$ cat src/hdl/slcd_pkg.sv
// slcd_pkg: types and constants of the sync/length/checksum deframer
// no dependencies; imported by the deframer unit and its testbench

package slcd_pkg;

  // most words one frame may produce
  localparam int unsigned MaxResults = 16;

  // header bytes between the sync byte and the checksum byte
  localparam int unsigned HeaderBytes = 2;

  typedef enum logic [2:0] {
    PH_HUNT,
    PH_HEADER,
    PH_CHECK,
    PH_LENGTH,
    PH_PAYLOAD,
    PH_READ,
    PH_CAPT,
    PH_PUSH
  } phase_e;

  typedef enum logic [1:0] {
    KIND_WORD     = 2'd0,
    KIND_ORDER    = 2'd1,
    KIND_OVERSIZE = 2'd2
  } kind_e;

endpackage

$ cat src/hdl/slcd_ram.sv
// slcd_ram: generic single-write, single-read RAM with registered read data
// no dependencies

module slcd_ram #(
  parameter int unsigned Width = 8,
  parameter int unsigned Depth = 64
) (
  input  logic                     clk_i,
  input  logic                     we_i,
  input  logic [$clog2(Depth)-1:0] waddr_i,
  input  logic [Width-1:0]         wdata_i,
  input  logic                     re_i,
  input  logic [$clog2(Depth)-1:0] raddr_i,
  output logic [Width-1:0]         rdata_o
);

  logic [Width-1:0] mem_q [Depth];

  always_ff @(posedge clk_i) begin
    if (we_i) begin
      mem_q[waddr_i] <= wdata_i;
    end
    if (re_i) begin
      rdata_o <= mem_q[raddr_i];
    end
  end

endmodule

$ cat src/hdl/sync_length_checksum_deframer_unit.sv
// sync_length_checksum_deframer_unit: byte-stream frame hunter, checksum check, word/order/oversize output
// depends on slcd_pkg and slcd_ram (payload store)
// throughput: one input byte per cycle during a frame; the length byte waits for a free output
// oversize: the beat is loaded into the output register when the length byte is accepted
// a passing frame is read out of the payload ram: each byte is read (PH_READ) and captured
// (PH_CAPT), four bytes per word or two for an order pair, then PH_PUSH loads the output beat
// once the output is free; no byte is taken while the payload ram is being read out
// reset: async active low; phase hunts, sync byte is 0, payload ram is not cleared

module sync_length_checksum_deframer_unit
  import slcd_pkg::*;
#(
  parameter int unsigned MAX_PAYLOAD_BYTES = 64
) (
  input  logic        clk_i,
  input  logic        rst_ni,
  input  logic        cfg_we_i,
  input  logic [7:0]  cfg_wdata_i,
  input  logic        in_valid_i,
  output logic        in_ready_o,
  input  logic [7:0]  in_byte_i,
  output logic        out_valid_o,
  input  logic        out_ready_i,
  output logic [1:0]  kind_o,
  output logic [31:0] data_word_o,
  output logic [7:0]  order_first_o,
  output logic [7:0]  order_second_o,
  output logic        last_o
);

  localparam int unsigned AddrW = $clog2(MAX_PAYLOAD_BYTES);
  localparam int unsigned WcntW = $clog2(MaxResults + 1);

  phase_e           phase_q, phase_d;
  logic [7:0]       sync_q;
  logic             hdr_cnt_q, hdr_cnt_d;
  logic [7:0]       exp_q, exp_d;
  logic [7:0]       len_q, len_d;
  logic [7:0]       sum_q, sum_d;
  logic [7:0]       taken_q, taken_d;
  logic             order_q, order_d;
  logic [WcntW-1:0] words_left_q, words_left_d;
  logic [AddrW-1:0] byte_idx_q, byte_idx_d;
  logic [1:0]       grp_q, grp_d;
  logic [31:0]      asm_q, asm_d;

  logic             out_valid_q;
  kind_e            kind_q, kind_d;
  logic [31:0]      word_q, word_d;
  logic [7:0]       first_q, first_d, second_q, second_d;
  logic             last_q, last_d;
  logic             out_load;
  logic             out_free;

  logic             in_acc;
  logic             ram_we, ram_re;
  logic [7:0]       ram_rdata;
  logic [7:0]       sum_next;
  logic [7:0]       taken_next;
  logic [5:0]       len_words;
  logic [WcntW-1:0] words_cap;

  assign out_free   = !out_valid_q || out_ready_i;
  assign in_acc     = in_valid_i && in_ready_o;
  assign sum_next   = sum_q + in_byte_i;
  assign taken_next = taken_q + 8'd1;
  assign len_words  = len_q[7:2];
  assign words_cap  = (len_words > 6'(MaxResults)) ? WcntW'(MaxResults)
                                                    : WcntW'(len_words);

  slcd_ram #(
    .Width(8),
    .Depth(MAX_PAYLOAD_BYTES)
  ) u_payload_ram (
    .clk_i  (clk_i),
    .we_i   (ram_we),
    .waddr_i(taken_q[AddrW-1:0]),
    .wdata_i(in_byte_i),
    .re_i   (ram_re),
    .raddr_i(byte_idx_q),
    .rdata_o(ram_rdata)
  );

  always_comb begin
    phase_d      = phase_q;
    hdr_cnt_d    = hdr_cnt_q;
    exp_d        = exp_q;
    len_d        = len_q;
    sum_d        = sum_q;
    taken_d      = taken_q;
    order_d      = order_q;
    words_left_d = words_left_q;
    byte_idx_d   = byte_idx_q;
    grp_d        = grp_q;
    asm_d        = asm_q;
    kind_d       = kind_q;
    word_d       = word_q;
    first_d      = first_q;
    second_d     = second_q;
    last_d       = last_q;
    out_load     = 1'b0;
    in_ready_o   = 1'b0;
    ram_we       = 1'b0;
    ram_re       = 1'b0;

    unique case (phase_q)
      PH_HUNT: begin
        in_ready_o = 1'b1;
        if (in_acc && in_byte_i == sync_q) begin
          phase_d   = PH_HEADER;
          hdr_cnt_d = 1'b0;
        end
      end
      PH_HEADER: begin
        in_ready_o = 1'b1;
        if (in_acc) begin
          hdr_cnt_d = 1'b1;
          if (hdr_cnt_q == 1'(HeaderBytes - 1)) begin
            phase_d = PH_CHECK;
          end
        end
      end
      PH_CHECK: begin
        in_ready_o = 1'b1;
        if (in_acc) begin
          exp_d   = in_byte_i;
          phase_d = PH_LENGTH;
        end
      end
      PH_LENGTH: begin
        // an oversize length loads a beat straight away
        in_ready_o = out_free;
        if (in_acc) begin
          len_d   = in_byte_i;
          sum_d   = in_byte_i;
          taken_d = '0;
          if (in_byte_i > 8'(MAX_PAYLOAD_BYTES)) begin
            phase_d  = PH_HUNT;
            out_load = 1'b1;
            kind_d   = KIND_OVERSIZE;
            word_d   = '0;
            first_d  = '0;
            second_d = '0;
            last_d   = 1'b1;
          end else if (in_byte_i == 8'd0) begin
            phase_d = PH_HUNT;
          end else begin
            phase_d = PH_PAYLOAD;
          end
        end
      end
      PH_PAYLOAD: begin
        in_ready_o = 1'b1;
        if (in_acc) begin
          ram_we  = 1'b1;
          sum_d   = sum_next;
          taken_d = taken_next;
          if (taken_next >= len_q) begin
            phase_d    = PH_HUNT;
            byte_idx_d = '0;
            grp_d      = '0;
            if (sum_next == exp_q) begin
              if (len_q == 8'd2) begin
                order_d      = 1'b1;
                words_left_d = WcntW'(1);
                phase_d      = PH_READ;
              end else if (words_cap != '0) begin
                order_d      = 1'b0;
                words_left_d = words_cap;
                phase_d      = PH_READ;
              end
            end
          end
        end
      end
      PH_READ: begin
        ram_re  = 1'b1;
        phase_d = PH_CAPT;
      end
      PH_CAPT: begin
        asm_d[grp_q*8 +: 8] = ram_rdata;
        byte_idx_d = byte_idx_q + AddrW'(1);
        grp_d      = grp_q + 2'd1;
        if ((order_q && grp_q == 2'd1) || grp_q == 2'd3) begin
          phase_d = PH_PUSH;
        end else begin
          phase_d = PH_READ;
        end
      end
      PH_PUSH: begin
        if (out_free) begin
          out_load     = 1'b1;
          kind_d       = order_q ? KIND_ORDER : KIND_WORD;
          word_d       = order_q ? 32'd0 : asm_q;
          first_d      = order_q ? asm_q[7:0] : 8'd0;
          second_d     = order_q ? asm_q[15:8] : 8'd0;
          last_d       = (words_left_q == WcntW'(1));
          words_left_d = words_left_q - WcntW'(1);
          grp_d        = '0;
          phase_d      = (words_left_q == WcntW'(1)) ? PH_HUNT : PH_READ;
        end
      end
      default: phase_d = PH_HUNT;
    endcase
  end

  always_ff @(posedge clk_i or negedge rst_ni) begin
    if (!rst_ni) begin
      phase_q      <= PH_HUNT;
      sync_q       <= '0;
      hdr_cnt_q    <= 1'b0;
      exp_q        <= '0;
      len_q        <= '0;
      sum_q        <= '0;
      taken_q      <= '0;
      order_q      <= 1'b0;
      words_left_q <= '0;
      byte_idx_q   <= '0;
      grp_q        <= '0;
      out_valid_q  <= 1'b0;
    end else begin
      phase_q      <= phase_d;
      if (cfg_we_i) begin
        sync_q <= cfg_wdata_i;
      end
      hdr_cnt_q    <= hdr_cnt_d;
      exp_q        <= exp_d;
      len_q        <= len_d;
      sum_q        <= sum_d;
      taken_q      <= taken_d;
      order_q      <= order_d;
      words_left_q <= words_left_d;
      byte_idx_q   <= byte_idx_d;
      grp_q        <= grp_d;
      if (out_load) begin
        out_valid_q <= 1'b1;
      end else if (out_ready_i) begin
        out_valid_q <= 1'b0;
      end
    end
  end

  // data path, no reset needed
  always_ff @(posedge clk_i) begin
    asm_q <= asm_d;
    if (out_load) begin
      kind_q   <= kind_d;
      word_q   <= word_d;
      first_q  <= first_d;
      second_q <= second_d;
      last_q   <= last_d;
    end
  end

  assign out_valid_o    = out_valid_q;
  assign kind_o         = kind_q;
  assign data_word_o    = word_q;
  assign order_first_o  = first_q;
  assign order_second_o = second_q;
  assign last_o         = last_q;

`ifndef SYNTH
  // a beat never overwrites one that is still waiting
  a_no_overwrite: assert property (@(posedge clk_i) disable iff (!rst_ni)
    out_load |-> (!out_valid_q || out_ready_i))
    else $error("output beat overwritten");

  // readout always has a word to give
  a_words_left: assert property (@(posedge clk_i) disable iff (!rst_ni)
    (phase_q == PH_READ || phase_q == PH_CAPT || phase_q == PH_PUSH)
      |-> words_left_q != '0)
    else $error("readout with no words left");

  // the final beat of a frame returns the block to hunting
  a_last_hunt: assert property (@(posedge clk_i) disable iff (!rst_ni)
    (phase_q == PH_PUSH && out_load && last_d) |=> phase_q == PH_HUNT)
    else $error("no return to hunt after last beat");

  // an oversize beat is always marked last
  a_oversize_last: assert property (@(posedge clk_i) disable iff (!rst_ni)
    (out_valid_q && kind_q == KIND_OVERSIZE) |-> last_q)
    else $error("oversize beat not marked last");

  // capture only follows a ram read
  a_capt_after_read: assert property (@(posedge clk_i) disable iff (!rst_ni)
    phase_q == PH_CAPT |-> $past(ram_re))
    else $error("capture without a read");
`endif

endmodule

$ cat config.mk
export PLATFORM = sky130hd
export DESIGN_NAME = sync_length_checksum_deframer_unit
export DESIGN_NICKNAME = d
export VERILOG_FILES = /design/src/hdl/slcd_pkg.sv /design/src/hdl/slcd_ram.sv /design/src/hdl/sync_length_checksum_deframer_unit.sv
export SDC_FILE = /design/constraint.sdc
export NUM_CORES = 1
export LEC_CHECK = 0
export ABC_AREA = 1
export BUFFER_PORTS_ARGS = -buffer_cell sky130_fd_sc_hd__buf_2
export CORE_ASPECT_RATIO = 1.1
export CORE_UTILIZATION = 65
export CTS_BUF_LIST = sky130_fd_sc_hd__clkbuf_8
export DETAILED_ROUTE_END_ITERATION = 10
export PLACE_DENSITY_LB_ADDON = 0.08
export SETUP_SLACK_MARGIN = 0.15
export SLEW_MARGIN = 20
export SYNTH_ARGS = -nofsm -noshare
export SYNTH_HDL_FRONTEND = slang
export SYNTH_SLANG_ARGS = --single-unit
$ cat constraint.sdc
create_clock -name clk_i -period 5.6 [get_ports clk_i]
set_input_delay 0.28 -clock clk_i [delete_from_list [all_inputs] [get_ports clk_i]]
set_output_delay 0.28 -clock clk_i [all_outputs]
set_load 0.02 [all_outputs]
==> qor.yml, run 1 <==
run_status:
  status: "finished clean"
yosys:
  synth_top_area_share: 0.663
  syn-num-nets: 2318
  yosysTopAreaCell: "edfxtp_1"
  ys_async_sr_fraction: 0.0891
  synth_edf_count: 603
  yosysUniqueCellTypes: 43
  syn_inst: 2270
  yosysWarnings: 0
  ys_top_cells_by_area: "edfxtp_1 66%, nor2_1 6.1%, dfrtp_1 5.4%"
  yosysSeqAreaShare: 0.717
  synth_seq_cells: 662
  netlist_area_mm2: 0.0273
  synth_flop_cell: "edfxtp_1"
  avgSynthCellArea_um2: 12.0
worst_setup_path:
  setup.reg_to_reg.worst_slack_ns: 2.23
  path_cells: "inv_1 > nand2_1 > nor2_8 > inv_2 > nor2_2 > inv_2 > nor2_1 > nand2_1 > nor2_1"
  start_kind: "flip-flop"
  cp-endpoint: "u_payload_ram.mem_q[17][6]$_DFFE_PP_"
  crit_type: "reg -> reg"
  reg2reg_to: "u_payload_ram.mem_q[17][6]$_DFFE_PP_"
  end_kind: "flip-flop"
  slowest_delay_ns: 0.84
  cp-startpoint: "phase_q[0]$_DFFE_PN0P_"
  cp_max_fo: 19
  critPathRequiredTime_ns: 5.90
  r2r_start: "phase_q[0]$_DFFE_PN0P_"
  cpMaxStageDelayCell: "nor2_1"
  crit_arrival_ns: 3.66
  reg2regPathDepth: 9
floorplan:
  die_y_um: 217
  start_util: 0.660
  die_area_mm2: 0.0428
  fp-row-count: 78
  die_width_um: 197
  core_area_mm2: 0.0414
  ios: 74
drt:
  dr_total_vias: 18475
  drt_wl_total_um: 66200
  ant_nets: 0
  wire_per_inst_um: 22.1
  viasPerCell: 6.16
  drc: 0
  dr.pass1.iters: 5
  drt_iter0_drc: 1951
layout:
  drive_gt1_frac: 0.0964
  stdcell_count: 2999
  final_nets: 2412
  syn2layout_area_growth_pct: 9.86
  top_register: "u_payload_ram.mem_q"
  final_util: 0.725
  largest_reg_flops: 512
global_route:
  grt_first_pass_wirelength_um: 101000
  grt-ovfl-total: 0
  grt_busiest_layer: "met2"
  grt_max_degree: 217
  grtUsageMet1: 0.436
  grt_usage: 0.315
  use_met3: 0.0521
  grtUsageMet2: 0.504
  grt_antenna_before_repair: 2
  grt_pass1_vias: 17908
sta:
  worst_slack_ns: 2.23
  finalCriticalPeriod_ns: 3.37
  tightest_slew_ns: 1.09
  worst_hold_slack_ns: 0.0266
  max_slew_margin: 0.273
  rsz0062_at_grt: "no"
  fin_skew_ns: 0.0238
  finalHoldViolations: 0
  fin_setup_tns_ns: 0
  setup_viol: 0
  slew_violations: 0
  fmax_mhz: 297
  period_share: 0.601
clock_tree:
  cts_buffer_depth: 3
  cts_sinks: 662
  cts.repair.resized: 0
  cts_made_buffers: 97
  h-tree-depth: 3
  post_cts_buffers: 0
  clkTransAtPathRegs_ns: 0.06
  root_buffer: "clkbuf_8"
  clk_latency_ns: 0.69
  cts_tree: "done"
placement:
  dp.cells: 2800
  post-place-ws_ns: 2.33
  port_buffers: 73
  globalplace.congestion: 0.886
  dpl.hpwl_um: 39200
pwr:
  p_sw_w: 0.00521
  power.density_mw_per_mm2: 461
  comb_power_share: 0.321
  swShare: 0.377
  internal_power_w: 0.00862
  seq_power_share: 0.430
  power_frac_clock: 0.249
  worst_ir_drop_vdd_v: 0.000409
  p_leak_nw: 10.7
min_path:
  hold_class: "in -> reg"
flow_run:
  max-cap-violations: 0
[area by class of cell]
type,count,area [um2]
multi-input cells,1349,6710
inverters,138,526
flip-flops and latches,662,19600
fillers,2866,11400
repair buffers,116,788
diodes,1,2.50
clock buffers,100,1380
clock inverters,73,313
well taps,560,701
[power by group through the flow]
stage	logic (W)	clock network (W)	registers (W)
2_1_floorplan	0.00308	0	0.00598
3_3_place_gp	0.00424	0	0.00602
3_5_place_dp	0.00433	0	0.00604
4_1_cts	0.00436	0.00348	0.00594
5_1_grt	0.00485	0.00370	0.00597
6_report	0.00444	0.00345	0.00594
[cell usage in the layout (no fill, tap or decap), types with 8 or more instances in the layout]
| cell type | count |
|---|---|
| nor2_1 | 441 |
| ha_1 | 26 |
| dfrtp_1 | 57 |
| o221ai_1 | 48 |
| o22ai_1 | 83 |
| o21ai_1 | 16 |
| nand3_1 | 104 |
| buf_2 | 73 |
| o211ai_1 | 17 |
| clkinv_1 | 28 |
| a31oi_1 | 8 |
| xnor2_1 | 8 |
| inv_1 | 161 |
| nand2_1 | 212 |
| nor3_1 | 13 |
| a21oi_1 | 16 |
| buf_4 | 15 |
| nand4_1 | 36 |
| clkbuf_8 | 100 |
| xor2_1 | 8 |
| edfxtp_1 | 603 |
| o21ai_0 | 284 |
| dlygate4sd3_1 | 25 |
[Yosys cell counts (3+ instances only)]
cell type	count
xnor2_1	8
mux2_2	4
xor2_1	8
inv_1	125
ha_1	26
nand2_1	213
a31oi_1	8
clkinv_1	5
inv_2	7
nand3_1	104
buf_2	37
nor3_1	13
dfrtp_1	59
nor2_2	4
clkbuf_1	79
o211ai_1	17
edfxtp_1	603
o21ai_0	285
o22ai_1	83
nand4_1	36
a21oi_1	16
o21ai_1	16
nand3_2	3
o221ai_1	48
nor2_1	442
[repair_timing]
item / CTS / global route
setup endpoints to repair: 0 / 0
hold buffers: 25 / 0
hold endpoints to repair: 79 / 0
[how the worst min path moves through the flow]
stage / startpoint / end / slack (ns) / depth (start not counted)
floorplan: rst_ni / byte_idx_q[0]$_DFFE_PN0P_ / -0.02 / 0
CTS: in_byte_i[1] / sum_q[1]$_DFFE_PN0P_ / 0.003 / 3
global route: in_byte_i[1] / sum_q[1]$_DFFE_PN0P_ / 0.04 / 3
finish: in_byte_i[1] / sum_q[1]$_DFFE_PN0P_ / 0.03 / 3
global placement: words_left_q[1]$_DFFE_PN0P_ / words_left_q[1]$_DFFE_PN0P_ / 0.46 / 2
detailed placement: words_left_q[1]$_DFFE_PN0P_ / words_left_q[1]$_DFFE_PN0P_ / 0.47 / 2
[stage by stage]
step	power, W	cell area [um2]
2_1_floorplan	0.00906	27300
3_3_place_gp	0.0103	28100
3_5_place_dp	0.0104	28100
4_1_cts	0.0138	30000
5_1_grt	0.0145	30000
6_report	0.0138	30000
[critical path: cells and delay by family (launching register included)]
family / cells / cell delay [ns]
AND/OR/NAND/NOR: 6 / 2.19
flip-flops: 1 / 0.41
buffers and inverters: 3 / 0.35
[routing by layer]
metal	routed length, um	vias up
met1	26600	9011
met2	31700	914
met3	5530	164
met5	0	-
li1	-	8386
met4	2260	0
[logic make-up (layout without fill, tap and decap cells)]
logic type      after synthesis  in the layout  synth area share
fa+ha+maj                    27             27            0.0126
compound gates              478            478             0.100
xor+xnor                     16             16           0.00513
simple gates                824            824             0.125
flops                       662            662             0.717
buf+inv                     259            427            0.0381
mux                           4              4           0.00165
other cells                   0              1                 0
Note: power is estimated with default switching activity, not from simulation.
==> inputs of run 2 (changes only) <==
- CORE_UTILIZATION: 65 -> 58
- clock period: 5.6 -> 2.81 ns (I/O delays scaled with it)
==> run 2 against run 1 <==
Clock power increased by 110%. Sequential power increased by 97%. Flip-flop and latch count unchanged. Critical path depth decreased by 1. Combinational power increased by 120%. Routed wire length increased by 1.9%. Largest power group unchanged. Clock skew increased by 0.0064 ns.
==> qor.yml, run 2 (same netlist as run 1, synthesis figures left out) <==
sta:
  fin_skew_ns: 0.0302
  fmax_mhz: 394
  fin_setup_tns_ns: 0
  rsz0062_at_grt: "yes"
  setup_viol: 0
  worst_hold_slack_ns: 0.0870
  max_slew_margin: 0.418
  period_share: 0.904
  finalCriticalPeriod_ns: 2.54
  finalHoldViolations: 0
  slew_violations: 0
  tightest_slew_ns: 0.871
floorplan:
  ios: 74
  core_area_mm2: 0.0465
  die_y_um: 230
  fp-row-count: 83
  start_util: 0.587
  die_area_mm2: 0.0480
  die_width_um: 209
drt:
  dr_total_vias: 18441
  drt_wl_total_um: 67400
  drt_iter0_drc: 1817
  drc: 0
  ant_nets: 0
  wire_per_inst_um: 21.4
  dr.pass1.iters: 6
  viasPerCell: 5.85
clock_tree:
  cts_made_buffers: 101
  cts_sinks: 662
  cts_buffer_depth: 3
  h-tree-depth: 3
  root_buffer: "clkbuf_8"
  clkTransAtPathRegs_ns: 0.07
  clk_latency_ns: 0.68
  cts_tree: "done"
worst_setup_path:
  critPathRequiredTime_ns: 3.20
  crit_type: "reg -> reg"
  path_cells: "inv_6 > buf_4 > o21ai_0 > o22ai_1 > o211ai_1 > nand4_1 > nand3_1 > nand2_1"
  slowest_delay_ns: 0.54
  crit_buf_inv: 2
  path_delay_family: "compound AO/OA/AOI/OAI gates"
  crit_arrival_ns: 2.93
  cpMaxStageDelayCell: "dfrtp_4"
  start_kind: "flip-flop"
  end_kind: "flip-flop"
  cp_max_fo: 45
layout:
  mostFrequentLayoutCells: "603 x edfxtp_1, 440 x nor2_1, 284 x o21ai_0"
  final_nets: 2535
  largest_reg_flops: 512
  stdcell_count: 3153
  drive_gt1_frac: 0.142
  top_register: "u_payload_ram.mem_q"
  final_common_cell: "edfxtp_1"
  diodes: 0
  syn2layout_area_growth_pct: 14.2
pwr:
  swShare: 0.372
  p_sw_w: 0.0106
  internal_power_w: 0.0179
  power.density_mw_per_mm2: 915
  worst_ir_drop_vdd_v: 0.000528
  power_frac_clock: 0.251
  comb_power_share: 0.338
  seq_power_share: 0.411
  p_leak_nw: 11.4
  total_power_w: 0.0285
min_path:
  hold_class: "in -> async"
placement:
  port_buffers: 73
  dpl.hpwl_um: 42000
  globalplace.congestion: 0.876
  dp.cells: 2947
global_route:
  grt-ovfl-total: 0
  grt_usage: 0.287
  grt_first_pass_wirelength_um: 104000
  grt_max_degree: 106
  grt_antenna_before_repair: 1
  grt_pass1_vias: 18241
flow_run:
  max-cap-violations: 0
run_status:
  status: "finished clean"
[run 2: path summary, 6_finish.rpt]
check,startpoint,to,cells after the start,slack (ns)
setup / recovery,byte_idx_q[0]$_DFFE_PN0P_,u_payload_ram.rdata_o[7]$_DFFE_PN_,8,0.27
hold / removal,rst_ni,byte_idx_q[1]$_DFFE_PN0P_,2,0.09
setup reg to reg,byte_idx_q[0]$_DFFE_PN0P_,u_payload_ram.rdata_o[7]$_DFFE_PN_,8,0.27
hold reg to reg,len_q[1]$_DFFE_PN0P_,len_q[1]$_DFFE_PN0P_,2,0.48
max in group asynchronous,rst_ni,taken_q[1]$_DFFE_PN0P_,3,2.01
min in group clk_i,out_ready_i,out_valid_o$_DFFE_PN0P_,5,0.36
[run 2: stage by stage]
stage / instance area, um2 / setup WS [ns] / util
2_1_floorplan: 27300 / 0.184 / -
6_report: 31200 / 0.269 / 0.670
4_1_cts: 31100 / 0.183 / 0.669
5_1_grt: 31200 / 0.107 / 0.670
3_3_place_gp: 29100 / 0.276 / 0.624
3_5_place_dp: 29100 / 0.174 / 0.624
[run 2: area by class of cell]
| cell class | count | area (um2) |
|---|---|---|
| Inverter | 138 | 526 |
| Tap cell | 595 | 744 |
| Fill cell | 3485 | 15300 |
| Sequential cell | 662 | 19600 |
| Timing Repair Buffer | 235 | 1810 |
| Clock inverter | 68 | 318 |
| Multi-Input combinational cell | 1349 | 6740 |
| Clock buffer | 106 | 1460 |
[run 2: layer usage]
metal	up-vias	global-route usage	share of wire
li1	8594	-	-
met3	139	0.0458	0.075
met1	8931	0.391	0.41
met5	-	0	0.00019
met2	775	0.461	0.48
met4	2	0.122	0.033
[run 2: power by group through the flow]
stage,combinational (W),sequential [W],clock [W]
6_report,0.00964,0.0117,0.00715
5_1_grt,0.0106,0.0118,0.00774
4_1_cts,0.00955,0.0117,0.00730
3_5_place_dp,0.00948,0.0119,0
3_3_place_gp,0.00931,0.0119,0
2_1_floorplan,0.00614,0.0119,0
[run 2: worst reg2reg max path, cell delays in order, from the launching register on]
cell and delay [ns]:
dfrtp_4 0.54, inv_6 0.16, buf_4 0.35, o21ai_0 0.21, o22ai_1 0.10, o211ai_1 0.40
nand4_1 0.15, nand3_1 0.23, nand2_1 0.13
[run 2: repair_timing]
action | in CTS | in global routing
endpoints found under the setup margin | 0 | 145
hold endpoints to repair | 60 | 0
resized for setup | 0 | 8
buffers inserted | 0 | 1
hold buffers | 31 | 0
==> inputs of run 3 (changes only) <==
- PLACE_DENSITY: default -> 0.82
- PLACE_DENSITY_LB_ADDON: 0.08 -> default
==> run 3 against run 2 <==
Sequential share of layout area is essentially flat. Critical path type unchanged. Global-route usage about the same. Die area unchanged. Power increased by 0.66%.
==> qor.yml, run 3 (same netlist as run 1, synthesis figures left out) <==
run_status:
  status: "finished clean"
global_route:
  grt_pass1_vias: 18938
  grt-ovfl-total: 0
  grt_max_degree: 131
  grt_usage: 0.287
  grt_antenna_before_repair: 2
  grt_first_pass_wirelength_um: 105000
sta:
  finalHoldViolations: 0
  fmax_mhz: 393
  max_slew_margin: 0.366
  rsz0062_at_grt: "yes"
  worst_hold_slack_ns: 0.146
  tightest_slew_ns: 0.951
  slew_violations: 0
  setup_viol: 0
  fin_skew_ns: 0.0392
  period_share: 0.907
  finalCriticalPeriod_ns: 2.55
  fin_setup_tns_ns: 0
layout:
  largest_reg_flops: 512
  final_util: 0.670
  fin_area_mm2: 0.0312
  stdcell_count: 3151
  top_register: "u_payload_ram.mem_q"
  final_common_cell: "edfxtp_1"
  drive_gt1_frac: 0.141
  syn2layout_area_growth_pct: 14.2
  mostFrequentLayoutCells: "603 x edfxtp_1, 440 x nor2_1, 283 x o21ai_0"
  final_nets: 2522
worst_setup_path:
  reg2regPathDepth: 9
  start_kind: "flip-flop"
  end_kind: "flip-flop"
  crit_arrival_ns: 3.10
  cp_max_fo: 54
  r2r_start: "byte_idx_q[0]$_DFFE_PN0P_"
  setup.reg_to_reg.worst_slack_ns: 0.26
  reg2reg_to: "u_payload_ram.rdata_o[0]$_DFFE_PN_"
  crit_type: "reg -> reg"
  cp-startpoint: "byte_idx_q[0]$_DFFE_PN0P_"
  critPathRequiredTime_ns: 3.36
pwr:
  seq_power_share: 0.407
  swShare: 0.375
  worst_ir_drop_vdd_v: 0.000679
  power_frac_clock: 0.258
  power.density_mw_per_mm2: 921
  comb_power_share: 0.335
  internal_power_w: 0.0180
  p_leak_nw: 11.4
  p_sw_w: 0.0108
clock_tree:
  root_buffer: "clkbuf_8"
  post_cts_buffers: 0
  h-tree-depth: 3
  cts_buffer_depth: 3
  clkTransAtPathRegs_ns: 0.07
  cts_tree: "done"
  cts_sinks: 662
  cts_made_buffers: 97
  clk_latency_ns: 0.70
placement:
  placed_cell_area_mm2: 0.0290
  dpl.hpwl_um: 41800
  port_buffers: 73
  globalplace.congestion: 0.910
  dp.cells: 2939
drt:
  drt_iter0_drc: 2686
  viasPerCell: 6.11
  dr.pass1.iters: 7
  ant_nets: 0
  dr_total_vias: 19259
  wire_per_inst_um: 21.6
  drc: 0
  drt_wl_total_um: 68200
min_path:
  hold_class: "in -> async"
floorplan:
  die_y_um: 230
  core_area_mm2: 0.0465
  ios: 74
  start_util: 0.587
  die_area_mm2: 0.0480
  fp-row-count: 83
  die_width_um: 209
flow_run:
  max-cap-violations: 0
[run 3: cell count changes in the layout (fill, tap and decap cells not counted), sizes merged, moves of 2 or more]
cell      before  now
clkinvlp       1    4
buf          204  195
bufinv         1    3
clkinv        33   36
[run 3: power by group through the flow]
stage | combinational (W) | sequential (W) | clock, W
after CTS | 0.00941 | 0.0117 | 0.00748
after floorplan | 0.00614 | 0.0119 | 0
after detailed placement | 0.00929 | 0.0119 | 0
after global routing | 0.0104 | 0.0117 | 0.00789
final | 0.00962 | 0.0117 | 0.00741
after global placement | 0.00890 | 0.0119 | 0
[run 3: final cells by class]
class	instances	area [um2]
Antenna cell	1	2.50
Multi-Input combinational cell	1349	6730
Timing Repair Buffer	226	1720
Clock buffer	105	1450
Inverter	138	526
Clock inverter	75	429
Tap cell	595	744
Fill cell	3164	15300
Sequential cell	662	19600
[run 3: how the worst max path moves through the flow]
stage                                              end
global route                 byte_idx_q[1]$_DFFE_PN0P_
CTS                          byte_idx_q[1]$_DFFE_PN0P_
floorplan                 data_word_o[0]$_SDFFCE_PP0P_
finish              u_payload_ram.rdata_o[0]$_DFFE_PN_
detailed placement           byte_idx_q[1]$_DFFE_PN0P_
global placement             byte_idx_q[1]$_DFFE_PN0P_
[run 3: per-layer routing]
metal	vias to the layer above	wire (um)	GRT usage
li1	8589	-	-
met1	9304	25600	0.371
met2	1162	32800	0.467
met3	204	6610	0.0521
met4	0	3180	0.147
met5	-	0	0
[run 3: what timing repair did]
| item | CTS | global route |
|---|---|---|
| gates resized for setup | 1 | 8 |
| hold buffers | 31 | 0 |
| setup endpoints to repair | 9 | 14 |
| pin swaps | 0 | 1 |
| cloned | 0 | 0 |
| endpoints found under the hold margin | 77 | 0 |
[run 3: critical path, cell delays in order (launching register included)]
cell and delay (ns):
dfrtp_4 0.55, inv_6 0.24, buf_12 0.25, buf_12 0.26, o21ai_0 0.12, o22ai_1 0.31, nand2_1 0.11, nand4_1 0.20
nand3_1 0.19, nand2_1 0.13
[run 3: through the flow]
step	setup WS (ns)	power, W
global placement	0.165	0.0208
finish	0.263	0.0287
CTS	0.184	0.0286
detailed placement	0.0596	0.0212
global route	0.103	0.0300
floorplan	0.184	0.0180
